===== config.mk =====
export PLATFORM = sky130hd
export DESIGN_NAME = source_text_tokenizer
export DESIGN_NICKNAME = d
export VERILOG_FILES = /design/src/design/stt_pkg.sv /design/src/design/stt_scan.sv /design/src/design/source_text_tokenizer.sv
export SDC_FILE = /design/constraint.sdc
export NUM_CORES = 2
export LEC_CHECK = 0
export ABC_AREA = 0
export BUFFER_PORTS_ARGS = -buffer_cell sky130_fd_sc_hd__buf_2
export CAP_MARGIN = 20
export CORE_UTILIZATION = 38
export CTS_BUF_LIST = sky130_fd_sc_hd__clkbuf_4 sky130_fd_sc_hd__clkbuf_8
export DETAILED_ROUTE_END_ITERATION = 8
export GPL_TIMING_DRIVEN = 1
export SETUP_SLACK_MARGIN = 0.5
export SYNTH_ARGS = -nofsm -noshare
export SYNTH_HDL_FRONTEND = slang
export SYNTH_SLANG_ARGS = --single-unit

===== constraint.sdc =====
create_clock -name clk -period 7.65 [get_ports clk]
set_clock_uncertainty 0.15 [all_clocks]
set_input_delay 1.53 -clock clk [delete_from_list [all_inputs] [get_ports clk]]
set_output_delay 1.53 -clock clk [all_outputs]
set_load 0.05 [all_outputs]

===== src/design/stt_pkg.sv =====
// ---------------------------------------------------------------------------
// stt_pkg: shared types for the source text tokenizer
// token kinds and the packed token record passed from scanner to output queue
// ---------------------------------------------------------------------------
`default_nettype none

package stt_pkg;

	localparam int OFFSET_BITS_DEF = 32;
	localparam int OUT_OFF_W       = 32;
	localparam int VALUE_W         = 64;

	typedef enum logic [2:0] {
		KIND_CHAR = 3'd0,
		KIND_INT  = 3'd1,
		KIND_NAME = 3'd2,
		KIND_BIN  = 3'd3,
		KIND_UN   = 3'd4,
		KIND_END  = 3'd5
	} kind_t;

	typedef struct packed {
		kind_t                  kind;
		logic [7:0]             first_char;
		logic [7:0]             second_char;
		logic [VALUE_W-1:0]     int_value;
		logic [OUT_OFF_W-1:0]   start_offset;
		logic [OUT_OFF_W-1:0]   end_offset;
		logic                   last_of_run;
	} token_t;

endpackage

`default_nettype wire


===== src/design/stt_scan.sv =====
// ---------------------------------------------------------------------------
// stt_scan: scanner state and one-byte step
// holds mode, accumulator, token start, position and pending operator;
// each enabled step consumes one byte and yields zero to two tokens
// ---------------------------------------------------------------------------
`default_nettype none

module stt_scan #(
	parameter int OFFSET_BITS = stt_pkg::OFFSET_BITS_DEF
) (
	input  wire logic           clk,
	input  wire logic           arst_n,
	input  wire logic           step_en,
	input  wire logic [7:0]     text_byte,
	output stt_pkg::token_t     tok0,
	output stt_pkg::token_t     tok1,
	output logic [1:0]          tok_cnt
);
	import stt_pkg::*;

	localparam int EXT_W = (OFFSET_BITS > OUT_OFF_W) ? OFFSET_BITS : OUT_OFF_W;

	localparam logic [7:0] CH_NUL   = 8'h00;
	localparam logic [7:0] CH_0     = 8'h30;
	localparam logic [7:0] CH_9     = 8'h39;
	localparam logic [7:0] CH_LA    = 8'h61;
	localparam logic [7:0] CH_LZ    = 8'h7a;
	localparam logic [7:0] CH_UA    = 8'h41;
	localparam logic [7:0] CH_UZ    = 8'h5a;
	localparam logic [7:0] CH_UNDER = 8'h5f;
	localparam logic [7:0] CH_PLUS  = 8'h2b;
	localparam logic [7:0] CH_MINUS = 8'h2d;
	localparam logic [7:0] CH_EQ    = 8'h3d;
	localparam logic [7:0] CH_BANG  = 8'h21;
	localparam logic [7:0] CH_BAR   = 8'h7c;
	localparam logic [7:0] CH_AMP   = 8'h26;

	typedef enum logic [1:0] {
		MODE_IDLE = 2'd0,
		MODE_INT  = 2'd1,
		MODE_NAME = 2'd2,
		MODE_OP   = 2'd3
	} mode_t;

	mode_t                  mode_q, mode_d;
	logic [VALUE_W-1:0]     acc_q, acc_d;
	logic [OFFSET_BITS-1:0] start_q, start_d;
	logic [OFFSET_BITS-1:0] pos_q, pos_d;
	logic [7:0]             pend_q, pend_d;

	logic [OFFSET_BITS-1:0] pos_inc;
	logic [VALUE_W-1:0]     acc_x10;
	logic [VALUE_W-1:0]     digit_val;
	logic                   c_digit, c_alpha, c_opstart;
	logic                   consumed;
	logic [1:0]             n_pend;
	token_t                 pend_tok, fresh_tok;
	logic                   fresh_vld;
	logic                   pair_bin, pair_un;

	function automatic logic [OUT_OFF_W-1:0] to_out(input logic [OFFSET_BITS-1:0] v);
		logic [EXT_W-1:0] e;
		e = EXT_W'(v);
		return e[OUT_OFF_W-1:0];
	endfunction

	function automatic token_t mk_tok(input kind_t k, input logic [7:0] a,
			input logic [7:0] b, input logic [VALUE_W-1:0] v,
			input logic [OFFSET_BITS-1:0] s, input logic [OFFSET_BITS-1:0] e);
		token_t t;
		t.kind         = k;
		t.first_char   = a;
		t.second_char  = b;
		t.int_value    = v;
		t.start_offset = to_out(s);
		t.end_offset   = to_out(e);
		t.last_of_run  = 1'b0;
		return t;
	endfunction

	assign pos_inc   = pos_q + OFFSET_BITS'(1);
	assign acc_x10   = {acc_q[VALUE_W-4:0], 3'b000} + {acc_q[VALUE_W-2:0], 1'b0};
	assign digit_val = VALUE_W'(text_byte[3:0]);
	assign c_digit   = text_byte inside {[CH_0:CH_9]};
	assign c_alpha   = (text_byte inside {[CH_LA:CH_LZ], [CH_UA:CH_UZ]})
			|| (text_byte == CH_UNDER);
	assign c_opstart = text_byte inside {CH_PLUS, CH_MINUS, CH_EQ, CH_BAR, CH_AMP, CH_BANG};

	// operator pair against the held first byte
	assign pair_bin = ((pend_q inside {CH_PLUS, CH_MINUS, CH_EQ, CH_BANG})
			&& (text_byte == CH_EQ))
			|| ((pend_q inside {CH_BAR, CH_AMP}) && (text_byte == pend_q));
	assign pair_un  = (pend_q inside {CH_PLUS, CH_MINUS}) && (text_byte == pend_q);

	always_comb begin
		mode_d    = mode_q;
		acc_d     = acc_q;
		start_d   = start_q;
		pend_d    = pend_q;
		pos_d     = pos_inc;
		consumed  = 1'b0;
		n_pend    = 2'd0;
		pend_tok  = '0;
		fresh_tok = '0;
		fresh_vld = 1'b0;

		// close or extend the pending token
		case (mode_q)
			MODE_INT: begin
				if (c_digit) begin
					acc_d    = acc_x10 + digit_val;
					consumed = 1'b1;
				end else begin
					pend_tok = mk_tok(KIND_INT, CH_NUL, CH_NUL, acc_q, start_q, pos_q);
					n_pend   = 2'd1;
				end
			end
			MODE_NAME: begin
				if (c_digit || c_alpha) begin
					consumed = 1'b1;
				end else begin
					pend_tok = mk_tok(KIND_NAME, CH_NUL, CH_NUL, '0, start_q, pos_q);
					n_pend   = 2'd1;
				end
			end
			MODE_OP: begin
				if (pair_bin || pair_un) begin
					pend_tok = mk_tok(pair_bin ? KIND_BIN : KIND_UN, pend_q, text_byte,
							'0, start_q, pos_inc);
					mode_d   = MODE_IDLE;
					consumed = 1'b1;
				end else begin
					pend_tok = mk_tok(KIND_CHAR, pend_q, CH_NUL, '0, start_q, pos_q);
				end
				n_pend = 2'd1;
			end
			default: begin
			end
		endcase

		// scan the byte afresh
		if (!consumed) begin
			mode_d = MODE_IDLE;
			if (text_byte == CH_NUL) begin
				fresh_tok = mk_tok(KIND_END, CH_NUL, CH_NUL, '0, pos_q, pos_q);
				fresh_vld = 1'b1;
				acc_d     = '0;
				pend_d    = '0;
				start_d   = '0;
				pos_d     = '0;
			end else if (c_digit) begin
				mode_d  = MODE_INT;
				acc_d   = digit_val;
				start_d = pos_q;
			end else if (c_alpha) begin
				mode_d  = MODE_NAME;
				start_d = pos_q;
			end else if (c_opstart) begin
				mode_d  = MODE_OP;
				pend_d  = text_byte;
				start_d = pos_q;
			end else begin
				fresh_tok = mk_tok(KIND_CHAR, text_byte, CH_NUL, '0, pos_q, pos_inc);
				fresh_vld = 1'b1;
			end
		end

		// pack into output slots, mark the last one
		tok0 = (n_pend != 2'd0) ? pend_tok : fresh_tok;
		tok1 = fresh_tok;
		if (n_pend != 2'd0 && fresh_vld) begin
			tok_cnt = 2'd2;
			tok1.last_of_run = 1'b1;
		end else if (n_pend != 2'd0 || fresh_vld) begin
			tok_cnt = 2'd1;
			tok0.last_of_run = 1'b1;
		end else begin
			tok_cnt = 2'd0;
		end
	end

	always_ff @(posedge clk or negedge arst_n) begin
		if (!arst_n) begin
			mode_q  <= MODE_IDLE;
			acc_q   <= '0;
			start_q <= '0;
			pos_q   <= '0;
			pend_q  <= '0;
		end else if (step_en) begin
			mode_q  <= mode_d;
			acc_q   <= acc_d;
			start_q <= start_d;
			pos_q   <= pos_d;
			pend_q  <= pend_d;
		end
	end

endmodule

`default_nettype wire


===== src/design/source_text_tokenizer.sv =====
// ---------------------------------------------------------------------------
// source_text_tokenizer: streaming byte-to-token lexer
// input channel: one source byte per transfer (in_valid/in_ready); a zero
//   byte ends the text, flushes the pending token and gives an end token
// output channel: one token per transfer (out_valid/out_ready) with kind,
//   operator characters, integer value, start/end offsets and last_of_run
// throughput: one byte per cycle while the queue has room; bytes inside
//   a token give no output, a byte that closes a token and is itself a
//   single-char or end token gives two, drained at one per cycle while
//   out_ready is high by the four-entry output queue; a byte is held in
//   the input register and processed only when the queue has room for
//   two tokens, so a stalled receiver backs up into in_ready
// after reset the scanner is idle with offsets at zero and the queue empty
// ---------------------------------------------------------------------------
`default_nettype none

module source_text_tokenizer #(
	parameter int OFFSET_BITS = stt_pkg::OFFSET_BITS_DEF
) (
	input  wire logic                        clk,
	input  wire logic                        arst_n,
	input  wire logic                        in_valid,
	output logic                             in_ready,
	input  wire logic [7:0]                  text_byte,
	output logic                             out_valid,
	input  wire logic                        out_ready,
	output logic [2:0]                       token_kind,
	output logic [7:0]                       first_char,
	output logic [7:0]                       second_char,
	output logic [stt_pkg::VALUE_W-1:0]      int_value,
	output logic [stt_pkg::OUT_OFF_W-1:0]    start_offset,
	output logic [stt_pkg::OUT_OFF_W-1:0]    end_offset,
	output logic                             last_of_run
);
	import stt_pkg::*;

	localparam int Q_DEPTH = 4;
	localparam int Q_PTR_W = $clog2(Q_DEPTH);
	localparam int Q_CNT_W = $clog2(Q_DEPTH + 1);

	// input register
	logic                 byte_vld_s1;
	logic [7:0]           byte_s1;
	logic                 step_en;

	// scanner results
	token_t               tok0, tok1;
	logic [1:0]           tok_cnt;

	// output queue
	token_t               q_mem [Q_DEPTH];
	logic [Q_PTR_W-1:0]   wr_ptr_q, rd_ptr_q;
	logic [Q_CNT_W-1:0]   cnt_q;
	logic [Q_CNT_W-1:0]   push_n;
	logic                 pop;
	token_t               head;

	// process the held byte only when two queue slots are sure to be free
	assign step_en  = byte_vld_s1 && (cnt_q <= Q_CNT_W'(Q_DEPTH - 2));
	assign in_ready = !byte_vld_s1 || step_en;

	always_ff @(posedge clk or negedge arst_n) begin
		if (!arst_n) begin
			byte_vld_s1 <= 1'b0;
		end else if (in_ready) begin
			byte_vld_s1 <= in_valid;
		end
	end

	always_ff @(posedge clk) begin
		if (in_ready && in_valid) begin
			byte_s1 <= text_byte;
		end
	end

	stt_scan #(
		.OFFSET_BITS (OFFSET_BITS)
	) u_scan (
		.clk       (clk),
		.arst_n    (arst_n),
		.step_en   (step_en),
		.text_byte (byte_s1),
		.tok0      (tok0),
		.tok1      (tok1),
		.tok_cnt   (tok_cnt)
	);

	assign push_n = step_en ? Q_CNT_W'(tok_cnt) : '0;
	assign pop    = out_valid && out_ready;

	// queue storage: slot one at the write pointer, slot two just after it
	always_ff @(posedge clk) begin
		if (push_n != '0) begin
			q_mem[wr_ptr_q] <= tok0;
		end
		if (push_n == Q_CNT_W'(2)) begin
			q_mem[wr_ptr_q + Q_PTR_W'(1)] <= tok1;
		end
	end

	always_ff @(posedge clk or negedge arst_n) begin
		if (!arst_n) begin
			wr_ptr_q <= '0;
			rd_ptr_q <= '0;
			cnt_q    <= '0;
		end else begin
			wr_ptr_q <= wr_ptr_q + Q_PTR_W'(push_n);
			if (pop) begin
				rd_ptr_q <= rd_ptr_q + Q_PTR_W'(1);
			end
			cnt_q <= cnt_q + push_n - Q_CNT_W'(pop);
		end
	end

	assign head         = q_mem[rd_ptr_q];
	assign out_valid    = (cnt_q != '0);
	assign token_kind   = head.kind;
	assign first_char   = head.first_char;
	assign second_char  = head.second_char;
	assign int_value    = head.int_value;
	assign start_offset = head.start_offset;
	assign end_offset   = head.end_offset;
	assign last_of_run  = head.last_of_run;

	// queue never overfills
	a_cnt_bound: assert property (@(posedge clk) disable iff (!arst_n)
			cnt_q <= Q_CNT_W'(Q_DEPTH))
		else $error("output queue count beyond depth");

	// a step only runs with room for two tokens
	a_step_room: assert property (@(posedge clk) disable iff (!arst_n)
			step_en |-> (cnt_q <= Q_CNT_W'(Q_DEPTH - 2)))
		else $error("scanner stepped without queue room");

	// an accepted byte sits in the input register next cycle
	a_in_held: assert property (@(posedge clk) disable iff (!arst_n)
			(in_valid && in_ready) |=> byte_vld_s1)
		else $error("accepted byte lost");

	// end token always closes its run
	a_end_last: assert property (@(posedge clk) disable iff (!arst_n)
			(out_valid && (token_kind == KIND_END)) |-> last_of_run)
		else $error("end token without last_of_run");

endmodule

`default_nettype wire

Word-level counts from Yosys, hierarchy flattened
Memories as Yosys holds them, arrays and structs flattened.
Index checks and enable logic that the tools add are counted.
{ "word_totals": {"reg_bits": 154, "latch_bits": 0, "ram_bits": 592, "mem_bits_ro": 0, "inputBits": 12, "n_memories": 1} }
{ "classes": {"n_addsub": 8, "n_mul": 0, "div": 0, "magnitude_cmp": 7, "n_eq_ne": 22, "shift": 0, "muxes": 55, "bitwise": 1, "n_reduce_logical": 31} }
{ "memory_table": {"columns": ["name", "words", "width", "read_ports", "rd_ports_with_merged_regs", "write_ports", "line_no", "source"], "rows": [
  ["q_mem", 4, 148, 1, 0, 2, "source_text_tokenizer.sv:51", "token_t q_mem [Q_DEPTH];"]
]} }
{ "ops": {"columns": ["op", "n"], "rows": [
  ["$mux W148", 6],
  ["$pmux W148 S3", 1],
  ["$mux W64", 5],
  ["$mux W32", 6],
  ["$mux W147", 1],
  ["$mux W146", 1],
  ["$mux W145", 1],
  ["$eq A8 B6 Y1 const B", 10],
  ["$add A64 B4 Y64", 1],
  ["$add A64 B64 Y64", 1],
  ["$add A32 B1 Y32 const B", 1],
  ["$mux W8", 4],
  ["$eq A8 B7 Y1 const B", 3],
  ["$mux W1", 18],
  ["$mux W2", 9],
  ["$ge A8 B7 Y1 const B", 2],
  ["$le A8 B7 Y1 const B", 2],
  ["$logic_and A1 B1 Y1", 10],
  ["$reduce_bool A2 Y1", 5],
  ["$eq A8 B8 Y1", 1],
  ["$ge A8 B6 Y1 const B", 1],
  ["$le A8 B6 Y1 const B", 1],
  ["$logic_not A8 Y1", 1],
  ["$ne A2 B2 Y1 const B", 4],
  ["other kinds (18)", 29]
]} }

Logic depth before layout (Yosys ltp)
{ "depth": {"word_depth": 15, "depth_mapped": 22, "ltp_nobuf": 16} }

Cells and area by module
A second synthesis with hierarchy kept.
{ "unflattened": {"hier_cells": 3199, "area_unflattened_um2": 43001.2} }
{ "modules_own_cells": {"columns": ["mod", "n_inst", "cells_per_inst", "area_each_um2", "seq_area_each_um2"], "rows": [
  ["source_text_tokenizer", 1, 1493, 29195.5, 18217.5],
  ["stt_scan", 1, 1706, 13805.7, 3453.3]
]} }

Worst setup path before layout
Ideal clock, no wire load.
{ "synth_timing": {"path_kind": "register to register", "from": "register byte_s1[2]", "to": "memory q_mem[1][0] (netlist name), enable pin", "setup_ps": 429, "arrival_ps": 5204, "slack_ps": 1868, "path_stages_with_launch": 19, "synth_period_minus_slack_ps": 5782, "path_cell_list": "edfxtp_1 -> buf_2 -> or3b_1 -> a21oi_1 -> o21ai_1 -> a21oi_1 -> o211a_2 -> or2_1 -> buf_2 -> inv_1 -> clkbuf_1 -> ha_1 -> clkbuf_1 -> nor2_1 -> nor4b_1 -> nor2_1 -> clkbuf_1 -> clkbuf_1 -> inv_1"} }
{ "synth_rtl": {"columns": ["element", "line_no", "source"], "rows": [
  ["start, declared", "source_text_tokenizer.sv:43", "logic [7:0] byte_s1;"],
  ["start signal, assigned", "source_text_tokenizer.sv:72", "byte_s1 <= text_byte;"],
  ["end, declared", "source_text_tokenizer.sv:51", null]
]} }

==> flow_metrics.py <==
metrics = {
    "sta": {
        "fin_crit_sh": 0.862,
        "setup_viol": 0,
        "tightest_slew_ns": 1.17,
        "min_period_ns": 6.59,
        "fin_setup_tns_ns": 0,
        "rsz0062_at_grt": "false",
        "fmax_ghz": 0.152,
        "slew_violations": 0,
        "slew_headroom": 0.223,
        "post-route-worst-setup-slack_ns": 1.06,
        "final_hold_viol_count": 0,
    },
    "yosys": {
        "ys_top_cells_by_area": "edfxtp_1 (25%), dfxtp_1 (16%), dfrtp_1 (9.9%)",
        "avgSynthCellArea_sq_um": 10.8,
        "synth_top_cell_by_area": "edfxtp_1",
        "yosysMostFrequentCell": "o21ai_0",
        "netlist_area_sq_um": 36900,
        "async_flop_share": 0.196,
        "synth_top_area_share": 0.250,
        "yosysWarnings": 0,
        "synth_edf_count": 308,
        "syn_nets": 3553,
        "synthCells": 3413,
        "synth_seq_area_share": 0.508,
        "synthFlopType": "edfxtp_1",
        "ys_ff_latch": 746,
        "synth.cells.most_frequent": "o21ai_0 (406), nand2_1 (379), edfxtp_1 (308)",
        "ys_types": 82,
    },
    "power": {
        "pwr-share-clk": 0.292,
        "netSwitchingFraction": 0.403,
        "cellLeakagePower_nw": 15.7,
        "intPower_mw": 8.11,
        "power_frac_seq": 0.376,
        "power_mw": 13.6,
        "p_comb_frac": 0.332,
        "p_sw_mw": 5.47,
        "ir_drop_uv": 249,
        "p_per_area_nw_per_um2": 326,
    },
    "floorplanning": {
        "core_region_area_sq_um": 95600,
        "num_rows": 113,
        "die-area_sq_um": 98400,
        "initial_utilization": 0.386,
        "die_w_um": 314,
        "die_h_um": 314,
        "io_pins": 162,
    },
    "flow_run": {
        "drv_cap": 0,
    },
    "drt": {
        "wire_per_inst_um": 22.8,
        "drt-total-wl_mm": 110,
        "drt_iter0_drc": 2369,
        "vias_per_cell": 5.88,
        "drtAntennaViolNets": 0,
        "via_count": 28400,
        "first_pass_iters": 6,
        "drc_errors": 0,
    },
    "clock_tree": {
        "cts_hold_buf": 0,
        "cts.path.max_buffers": 3,
        "cts_buffers": 133,
        "post_cts_buffers": 0,
        "cts.clk_slew.worst_paths_ns": 0.06,
        "cts_tree": "yes",
        "clock-sinks": 746,
        "clock_latency_ns": 0.83,
        "htree_levels": 4,
        "root_buffer": "clkbuf_8",
        "ctsResizeCount": 0,
    },
    "place": {
        "place_ws_ns": 1.17,
        "hpwl_mm": 66.5,
        "port_buffers": 161,
        "dp.cells": 4579,
        "place.gp.congestion": 0.857,
    },
    "critical_path": {
        "r2r_slack_ns": 1.06,
        "crit_path_start_kind": "flip-flop",
        "cp-end-kind": "flip-flop",
        "critical_path_class": "flip-flop to flip-flop",
        "cp.arrival_ns": 6.98,
        "crit_path_max_fanout": 40,
        "cp.required_ns": 8.04,
    },
    "status": {
        "run_status": "finished clean",
    },
    "layout": {
        "fin_cells": 4829,
        "nNetsFinal": 3589,
        "syn2layout_area_growth_pct": 12.7,
        "final_layout_size_suffix_gt1_frac": 0.182,
    },
    "grt": {
        "grt_max_degree": 138,
        "antenna_found_initial": 3,
        "grt_usage": 0.223,
        "grt_pass1_vias": 28200,
        "overflow": 0,
        "grt_pass1_wl_mm": 170,
    },
    "worst_hold_path": {
        "hp-class": "flip-flop to flip-flop",
    },
}
==> cells by family after synthesis <==
| kind of cell | count (synthesis) | share of synthesized area |
|---|---|---|
| AOI/OAI and AO/OA | 1124 | 0.197 |
| muxes | 155 | 0.0923 |
| xor gates and xnor gates | 76 | 0.0180 |
| adders and majority gates | 128 | 0.0440 |
| DFF | 746 | 0.508 |
| and+or+nand+nor | 841 | 0.105 |
| buffers and inverters | 343 | 0.0361 |
==> routing by layer <==
layer	track usage	routed length, um	vias up
met5	0	13	-
met4	0.0754	2640	2
met3	0.0432	7440	170
met2	0.372	53600	1061
met1	0.289	46400	14000
li1	-	-	13100
==> worst max-delay path, cell delays in order, from the launching register on <==
cell	delay, ns
edfxtp_1	0.66
or3b_1	0.46
a21oi_1	0.13
o21ai_1	0.09
a21oi_1	0.17
o211a_2	0.26
or2_2	0.76
inv_1	0.09
buf_4	0.22
ha_1	0.41
nor2_1	0.25
nor2_1	0.15
nand2_1	0.15
nor2_1	0.11
a21oi_1	0.75
clkinv_2	0.95
buf_12	0.49
==> power by group through the flow <==
| stage | Combinational, mW | Sequential (mW) | Clock [mW] |
|---|---|---|---|
| finish | 4.51 | 5.10 | 3.96 |
| global route | 4.74 | 5.15 | 4.23 |
| CTS | 4.53 | 5.10 | 4.05 |
| detailed placement | 4.52 | 5.18 | 0 |
| global placement | 4.50 | 5.16 | 0 |
| floorplan | 3.39 | 4.85 | 0 |
==> sequential cells by signal (all words and copies together) (netlist names), named ones only <==
| name | cells |
|---|---|
| byte_s1 | 8 |
| byte_vld_s1 | 1 |
| cnt_q | 3 |
| q_mem | 592 |
| rd_ptr_q | 2 |
| u_scan.acc_q | 22 |
| u_scan.mode_q | 2 |
| u_scan.pend_q | 8 |
| u_scan.pos_q | 32 |
| u_scan.start_q | 32 |
| wr_ptr_q | 2 |
==> cell type report <==
type	count	area, sq um
well taps	1265	1580
clock inverters	46	384
repair buffers	209	1260
flip-flops and latches	746	18800
inverters	35	136
fillers	9045	54000
clock buffers	202	2490
multi-input cells	2324	17000
diodes	2	5.00
==> cells in the final DEF (no fill, tap or decap), types with 37 or more instances in the layout <==
cell	n
nand2_1	376
a21o_1	47
o21ai_0	406
and3_1	37
nand3_1	169
dfxtp_1	292
ha_1	125
o22ai_1	159
buf_4	41
a21oi_1	118
xnor2_1	43
a22o_1	243
clkbuf_4	47
mux4_2	148
buf_2	160
edfxtp_1	308
nor2_1	94
dfrtp_1	144
clkbuf_8	155
==> path summary, 6_finish.rpt <==
check,end,cells after the start,startpoint
min in group asynchronous,u_scan.start_q[10],1,arst_n
worst max-delay path,q_mem[2][46],16,byte_s1[2]
worst min register to register,q_mem[3][108],2,q_mem[3][108]
worst max register to register,q_mem[2][46],16,byte_s1[2]
worst min-delay path,q_mem[3][108],2,q_mem[3][108]
max in group asynchronous,rd_ptr_q[1],2,arst_n
==> through the flow <==
step                utilization  hold WS (ns)  instance area [sq um]
floorplan                     -         0.270                  36900
global placement          0.405         0.278                  38700
detailed placement        0.405         0.289                  38700
CTS                       0.435         0.299                  41600
global route              0.435         0.319                  41600
finish                    0.435         0.298                  41600
Note: power is estimated with default switching activity, not from simulation.
